`src/design/sbpf_pkg.sv`:
```
// ----------------------------------------------------------------------------
// sbpf_pkg: shared types and constants of the servo bus packet framer
// Command codes, protocol byte values and the packet handed to the serializer.
// ----------------------------------------------------------------------------
package sbpf_pkg;

    typedef enum logic [1:0] {
        OP_WRITE_BYTE = 2'd0,
        OP_WRITE_WORD = 2'd1,
        OP_READ_WORD  = 2'd2
    } t_op;

    localparam logic [7:0] HDR_BYTE   = 8'hFF;
    localparam logic [7:0] OPC_WRITE  = 8'h03;
    localparam logic [7:0] OPC_READ   = 8'h02;
    localparam logic [7:0] LEN_SHORT  = 8'd4;
    localparam logic [7:0] LEN_LONG   = 8'd5;
    localparam logic [7:0] READ_COUNT = 8'd2;

    localparam int PKT_BYTES = 9;
    localparam int CNT_W     = $clog2(PKT_BYTES + 1);

    localparam logic [CNT_W-1:0] CNT_SHORT = CNT_W'(PKT_BYTES - 1);
    localparam logic [CNT_W-1:0] CNT_LONG  = CNT_W'(PKT_BYTES);

    // One framed packet, byte 0 goes out first
    typedef struct packed {
        logic [PKT_BYTES-1:0][7:0] bytes;
        logic [CNT_W-1:0]          count;
    } t_packet;

endpackage

```
`src/design/sbpf_serializer.sv`:
```
// ----------------------------------------------------------------------------
// sbpf_serializer: packet to byte stream
// Holds one framed packet and shifts it out one byte per cycle through an output
// register unless stalled; takes the next packet on the cycle the last byte leaves.
// ----------------------------------------------------------------------------
module sbpf_serializer
    import sbpf_pkg::*;
(
    input  logic    i_clk,
    input  logic    i_rst_n,
    input  logic    i_pkt_valid,
    input  t_packet i_pkt,
    output logic    o_pkt_ready,
    output logic    m_axis_tvalid,
    input  logic    m_axis_tready,
    output logic [7:0] m_axis_tdata,   // [7:0] tx_byte
    output logic    m_axis_tlast
);

    logic [PKT_BYTES-1:0][7:0] r_data;
    logic [CNT_W-1:0]          r_left;
    logic                      r_out_valid;
    logic [7:0]                r_out_byte;
    logic                      r_out_last;

    logic out_ok;
    logic emit;
    logic finishing;
    logic load;

    assign out_ok      = !r_out_valid || m_axis_tready;
    assign emit        = out_ok && (r_left != '0);
    assign finishing   = emit && (r_left == CNT_W'(1));
    assign o_pkt_ready = (r_left == '0) || finishing;
    assign load        = i_pkt_valid && o_pkt_ready;

    always_ff @(posedge i_clk) begin
        if (!i_rst_n) begin
            r_left      <= '0;
            r_out_valid <= 1'b0;
        end else begin
            if (load) begin
                r_left <= i_pkt.count;
            end else if (emit) begin
                r_left <= r_left - CNT_W'(1);
            end
            if (out_ok) begin
                r_out_valid <= emit;
            end
        end
    end

    always_ff @(posedge i_clk) begin
        if (load) begin
            r_data <= i_pkt.bytes;
        end else if (emit) begin
            r_data <= r_data >> 8;
        end
        if (emit) begin
            r_out_byte <= r_data[0];
            r_out_last <= (r_left == CNT_W'(1));
        end
    end

    assign m_axis_tvalid = r_out_valid;
    assign m_axis_tdata  = r_out_byte;
    assign m_axis_tlast  = r_out_last;

endmodule

```
`src/design/servo_bus_packet_framer_unit.sv`:
```
// ----------------------------------------------------------------------------
// servo_bus_packet_framer_unit: servo bus instruction packet framer
// Turns one write-byte, write-word or read-word command into its packet
// FF FF id len inst addr params checksum, one byte per cycle unless stalled, last marked.
// A command passes the capture, decode and packet stages and the serializer before
// its first byte is valid. A byte write or read is 8 bytes, a word write 9, paced by the
// one-byte-per-cycle output port; commands queue in the 3-stage front end.
// Reset: synchronous active-low i_rst_n empties every stage; no other state.
// ----------------------------------------------------------------------------
module servo_bus_packet_framer_unit
    import sbpf_pkg::*;
(
    input  logic        i_clk,
    input  logic        i_rst_n,
    input  logic        s_axis_tvalid,
    output logic        s_axis_tready,
    input  logic [31:0] s_axis_tdata,   // [7:0] servo_id, [15:8] reg_addr, [31:16] value
    input  logic [1:0]  s_axis_tuser,   // [1:0] operation
    output logic        m_axis_tvalid,
    input  logic        m_axis_tready,
    output logic [7:0]  m_axis_tdata,   // [7:0] tx_byte
    output logic        m_axis_tlast    // checksum byte, end of packet
);

    // Stage 1: captured request. An unused operation code is accepted and
    // dropped here, so it never produces a byte.
    logic        r_s1_valid;
    t_op         r_s1_op;
    logic [7:0]  r_s1_id;
    logic [7:0]  r_s1_addr;
    logic [15:0] r_s1_value;

    // Stage 2: packet body and two partial sums of the checksum
    logic        r_s2_valid;
    logic        r_s2_word;
    logic [7:0]  r_s2_id;
    logic [7:0]  r_s2_len;
    logic [7:0]  r_s2_inst;
    logic [7:0]  r_s2_addr;
    logic [7:0]  r_s2_p0;
    logic [7:0]  r_s2_p1;
    logic [7:0]  r_s2_sum_a;
    logic [7:0]  r_s2_sum_b;

    // Stage 3: complete packet waiting for the serializer
    logic        r_s3_valid;
    t_packet     r_s3_pkt;

    logic        ser_ready;
    logic        s3_ready;
    logic        s2_ready;
    logic        s1_ready;
    logic        in_take;
    logic        op_legal;

    logic [7:0]  n_s2_len;
    logic [7:0]  n_s2_inst;
    logic [7:0]  n_s2_p0;
    logic        n_s2_word;
    logic [7:0]  cks;
    t_packet     n_s3_pkt;

    // Each stage moves when it is empty or the stage after it takes its data
    assign s3_ready      = !r_s3_valid || ser_ready;
    assign s2_ready      = !r_s2_valid || s3_ready;
    assign s1_ready      = !r_s1_valid || s2_ready;
    assign s_axis_tready = s1_ready;
    assign in_take       = s_axis_tvalid && s1_ready;

    assign op_legal = (s_axis_tuser == OP_WRITE_BYTE) || (s_axis_tuser == OP_WRITE_WORD)
                   || (s_axis_tuser == OP_READ_WORD);

    // ---- stage 1: capture ----
    always_ff @(posedge i_clk) begin
        if (!i_rst_n) begin
            r_s1_valid <= 1'b0;
        end else if (s1_ready) begin
            r_s1_valid <= in_take && op_legal;
        end
    end

    always_ff @(posedge i_clk) begin
        if (in_take) begin
            r_s1_op    <= t_op'(s_axis_tuser);
            r_s1_id    <= s_axis_tdata[7:0];
            r_s1_addr  <= s_axis_tdata[15:8];
            r_s1_value <= s_axis_tdata[31:16];
        end
    end

    // ---- stage 2: decode the command into length, instruction, params ----
    always_comb begin
        n_s2_word = 1'b0;
        n_s2_len  = LEN_SHORT;
        n_s2_inst = OPC_WRITE;
        n_s2_p0   = r_s1_value[7:0];
        unique case (r_s1_op)
            OP_WRITE_BYTE: begin
                n_s2_word = 1'b0;
            end
            OP_WRITE_WORD: begin
                n_s2_word = 1'b1;
                n_s2_len  = LEN_LONG;
            end
            OP_READ_WORD: begin
                n_s2_inst = OPC_READ;
                n_s2_p0   = READ_COUNT;
            end
            default: begin
                n_s2_word = 1'b0;
            end
        endcase
    end

    always_ff @(posedge i_clk) begin
        if (!i_rst_n) begin
            r_s2_valid <= 1'b0;
        end else if (s2_ready) begin
            r_s2_valid <= r_s1_valid;
        end
    end

    always_ff @(posedge i_clk) begin
        if (s2_ready && r_s1_valid) begin
            r_s2_word  <= n_s2_word;
            r_s2_id    <= r_s1_id;
            r_s2_len   <= n_s2_len;
            r_s2_inst  <= n_s2_inst;
            r_s2_addr  <= r_s1_addr;
            r_s2_p0    <= n_s2_p0;
            r_s2_p1    <= r_s1_value[15:8];
            // Split the checksum sum in two halves to keep each stage shallow
            r_s2_sum_a <= r_s1_id + n_s2_len + n_s2_inst;
            r_s2_sum_b <= r_s1_addr + n_s2_p0 + (n_s2_word ? r_s1_value[15:8] : 8'h00);
        end
    end

    // ---- stage 3: finish the checksum and lay out the packet ----
    assign cks = ~(r_s2_sum_a + r_s2_sum_b);

    always_comb begin
        n_s3_pkt.bytes[0] = HDR_BYTE;
        n_s3_pkt.bytes[1] = HDR_BYTE;
        n_s3_pkt.bytes[2] = r_s2_id;
        n_s3_pkt.bytes[3] = r_s2_len;
        n_s3_pkt.bytes[4] = r_s2_inst;
        n_s3_pkt.bytes[5] = r_s2_addr;
        n_s3_pkt.bytes[6] = r_s2_p0;
        // A word write carries one more parameter, pushing the checksum back
        n_s3_pkt.bytes[7] = r_s2_word ? r_s2_p1 : cks;
        n_s3_pkt.bytes[8] = r_s2_word ? cks : 8'h00;
        n_s3_pkt.count    = r_s2_word ? CNT_LONG : CNT_SHORT;
    end

    always_ff @(posedge i_clk) begin
        if (!i_rst_n) begin
            r_s3_valid <= 1'b0;
        end else if (s3_ready) begin
            r_s3_valid <= r_s2_valid;
        end
    end

    always_ff @(posedge i_clk) begin
        if (s3_ready && r_s2_valid) begin
            r_s3_pkt <= n_s3_pkt;
        end
    end

    // ---- byte serializer and output register ----
    sbpf_serializer u_ser (
        .i_clk         (i_clk),
        .i_rst_n       (i_rst_n),
        .i_pkt_valid   (r_s3_valid),
        .i_pkt         (r_s3_pkt),
        .o_pkt_ready   (ser_ready),
        .m_axis_tvalid (m_axis_tvalid),
        .m_axis_tready (m_axis_tready),
        .m_axis_tdata  (m_axis_tdata),
        .m_axis_tlast  (m_axis_tlast)
    );

endmodule

```
`config.mk`:
```
export PLATFORM = sky130hd
export DESIGN_NAME = servo_bus_packet_framer_unit
export DESIGN_NICKNAME = d
export VERILOG_FILES = /design/src/design/sbpf_pkg.sv /design/src/design/sbpf_serializer.sv /design/src/design/servo_bus_packet_framer_unit.sv
export SDC_FILE = /design/constraint.sdc
export NUM_CORES = 1
export LEC_CHECK = 0
export BUFFER_PORTS_ARGS = -buffer_cell sky130_fd_sc_hd__clkbuf_2
export CORE_ASPECT_RATIO = 1.25
export CORE_MARGIN = 5
export CORE_UTILIZATION = 36
export DETAILED_ROUTE_END_ITERATION = 10
export PLACE_DENSITY = 0.56
export SYNTH_ARGS = -nofsm -noshare
export SYNTH_HDL_FRONTEND = slang
export SYNTH_HIERARCHICAL = 1
export SYNTH_SLANG_ARGS = --single-unit
```
`constraint.sdc`:
```
create_clock -name i_clk -period 6.3 [get_ports i_clk]
set_input_delay 0.315 -clock i_clk [delete_from_list [all_inputs] [get_ports i_clk]]
set_output_delay 0.315 -clock i_clk [all_outputs]
set_load 0.01 [all_outputs]
```
==> flow_summary.ini <==
[yosys]
synth_edf_count = 207
synth_seq_area_share = 0.735
yosysMostFrequentCell = nand2_1
synth_seq_cells = 215
yosysTopAreaCell = edfxtp_1
syn_area_um2 = 8680
ys_async_sr_fraction = 0
synthFlopType = edfxtp_1
synthDistinctLibCells = 48
avgSynthCellArea_um2 = 14.0
synth_area_leaders = edfxtp_1 (72%), nand2_1 (9.0%), fa_1 (2.3%)
yosys_warnings = 6
syn_inst = 618
synthTopCellsByCount = nand2_1 (208), edfxtp_1 (207), and2_1 (20)
yosysTopAreaCellShare = 0.716

[finish]
finalInstanceArea_um2 = 10500
reg_top3 = u_ser/r_data x72, r_s3_pkt x42, r_s1_value x16
fin_nets = 806
antenna_cells = 0
area_delta_synth_final_pct = 20.9
regMostFlops = u_ser/r_data
final_layout_size_suffix_gt1_frac = 0.146
largest_reg_flops = 72
final_core_util = 0.442

[global_routing]
grt_pass1_wl_um = 23600
grt_max_degree = 79
grt_antenna_before_repair = 0
overflow = 0
grt_usage = 0.106
grt_pass1_vias = 4836

[critical_path]
critPathKind = reg2reg
end_kind = register
worst_ep_arrival_time_ns = 3.30
path_max_fanout = 9
regToRegSetupSlack_ns = 3.25
crit_required_ns = 6.55
critPathLaunchType = register

[clocking]
post_cts_buffers = 0
postCtsResizedCells = 0
clockRootBuffer = clkbuf_16
cts_hold_buf = 34
clock_latency_ns = 0.51
cts_inserted_buffers = 23
cts_tree = done
cts_buffer_depth = 3
htreeDepth = 1
cts_sinks = 215
clkTransAtPathRegs_ns = 0.06

[drt]
detailedRoute.firstPassIterationCount = 4
ant_nets = 0
drc = 0
routed-via-count = 4644
wl_per_cell_um = 13.1
dr.first_iter.drc_count = 191
wl_um = 14100
viasPerCell = 4.28

[die]
die_area_um2 = 27300
ios = 49
start_util = 0.366
coreArea_um2 = 23700
num_rows = 63
die_h_um = 184
die_x_um = 149

[timing]
setup_viol = 0
skew_ns = 0.0225
worst_pin_slew_ns = 1.17
finalHoldViolCount = 0
fin_ws_ns = 3.25
min_period_ns = 3.05
slew_viol_final = 0
fin_tns_setup_ns = 0
rsz0062_at_grt = false
clock.fmax_ghz = 0.328
fin_crit_sh = 0.484
slew-limit-headroom = 0.220

[flow_run]
cap_violations = 0

[placement]
placed_area_um2 = 9380
place_hpwl_um = 9200
gp_congestion = 0.797
preCtsSetupSlack_ns = 3.22
numPortBuffers = 48

[worst_hold_path]
hp-class = in2reg

[power]
p_leak_nw = 4.09
powerDensity_nw_per_um2 = 407
ir_drop_mv = 0.239

[run_status]
outcome = complete, no violations
[power breakdown]
part | internal (mW) | switching, mW
Clock | 0.807 | 0.548
Sequential | 2.08 | 0.103
Combinational | 0.267 | 0.461
Total | 3.16 | 1.11
[layout by cell type, fill, tap and decap left out, types with 2 or more instances in the layout]
cell           Yosys  routed
nand2_1          208     208
o21a_1             3       3
clkinv_2           0       4
xnor2_1           17      17
conb_1             2      33
nor2b_1            5       4
a21oi_1           12      12
edfxtp_1         207     207
ha_1              16      16
o21ai_1            2       2
nor2_1            11      11
a21boi_0           5       4
fa_1              10      10
nor3_1             3       3
clkbuf_1           2       4
buf_4             12       5
and2_2             6       6
nand2b_1           4       4
inv_1             19      19
nand3_1            3       3
clkinv_1           0       2
dfxtp_1            8       8
clkinv_4           0       3
dlygate4sd3_1      0      34
clkbuf_2           0      48
o21bai_1           3       3
bufinv_16          0       3
a21o_1             2       2
mux2_2             3       3
and2_1            20      20
xor2_1             3       3
clkbuf_16          0      23
o21ai_0            7       7
[critical path: stages, from the launching register on]
cell and delay, ns:
edfxtp_1 0.42, nor2b_1 0.53, nand2_1 0.15, fa_1 0.39
inv_1 0.07, ha_1 0.16, inv_1 0.06, fa_1 0.39
nor2b_1 0.18, nor3_1 0.08, o21bai_1 0.15, a21oi_1 0.09
xnor2_1 0.12
[per-stage QoR]
step                      hold WS (ns)  cells  power (mW)
final                           0.0663   1084        4.27
after global routing            0.0662   1084        4.52
after CTS                       0.0609   1084        4.34
after detailed placement         0.406   1008        2.95
after global placement           0.401   1008        2.91
after floorplan                  0.400    649        2.73
[worst paths after layout]
check | startpoint | to | depth (start not counted)
hold reg to reg | u_ser/r_data[7] | u_ser/m_axis_tdata[7] | 0
setup reg to reg | r_s1_op[0] | r_s2_sum_b[7] | 12
hold / removal | s_axis_tvalid | r_s1_valid | 3
setup / recovery | r_s1_op[0] | r_s2_sum_b[7] | 12
[cells by family after synthesis]
logic type                 after synthesis  share of synthesized area
AOI/OAI and AO/OA                       44                     0.0356
xor gates and xnor gates                20                     0.0202
adders and majority gates               26                     0.0461
buffers and inverters                   39                     0.0235
DFF                                    215                      0.735
muxes                                    4                    0.00562
other                                    2                   0.000866
and+or+nand+nor                        268                      0.133
[cell type report]
class | count | area [um2]
fillers | 2143 | 13200
flip-flops and latches | 215 | 6380
multi-input cells | 395 | 2240
repair buffers | 87 | 618
clock buffers | 27 | 591
well taps | 325 | 407
clock inverters | 15 | 183
inverters | 20 | 75.1
[per-layer routing]
layer / up-vias / track usage / wire, um
li1: 2355 / - / -
met1: 2198 / 0.120 / 5800
met2: 69 / 0.201 / 7580
met3: 22 / 0.0222 / 552
met4: 0 / 0.0271 / 218
met5: - / 0 / 0
No activity file was read; power rests on OpenSTA's default activity.
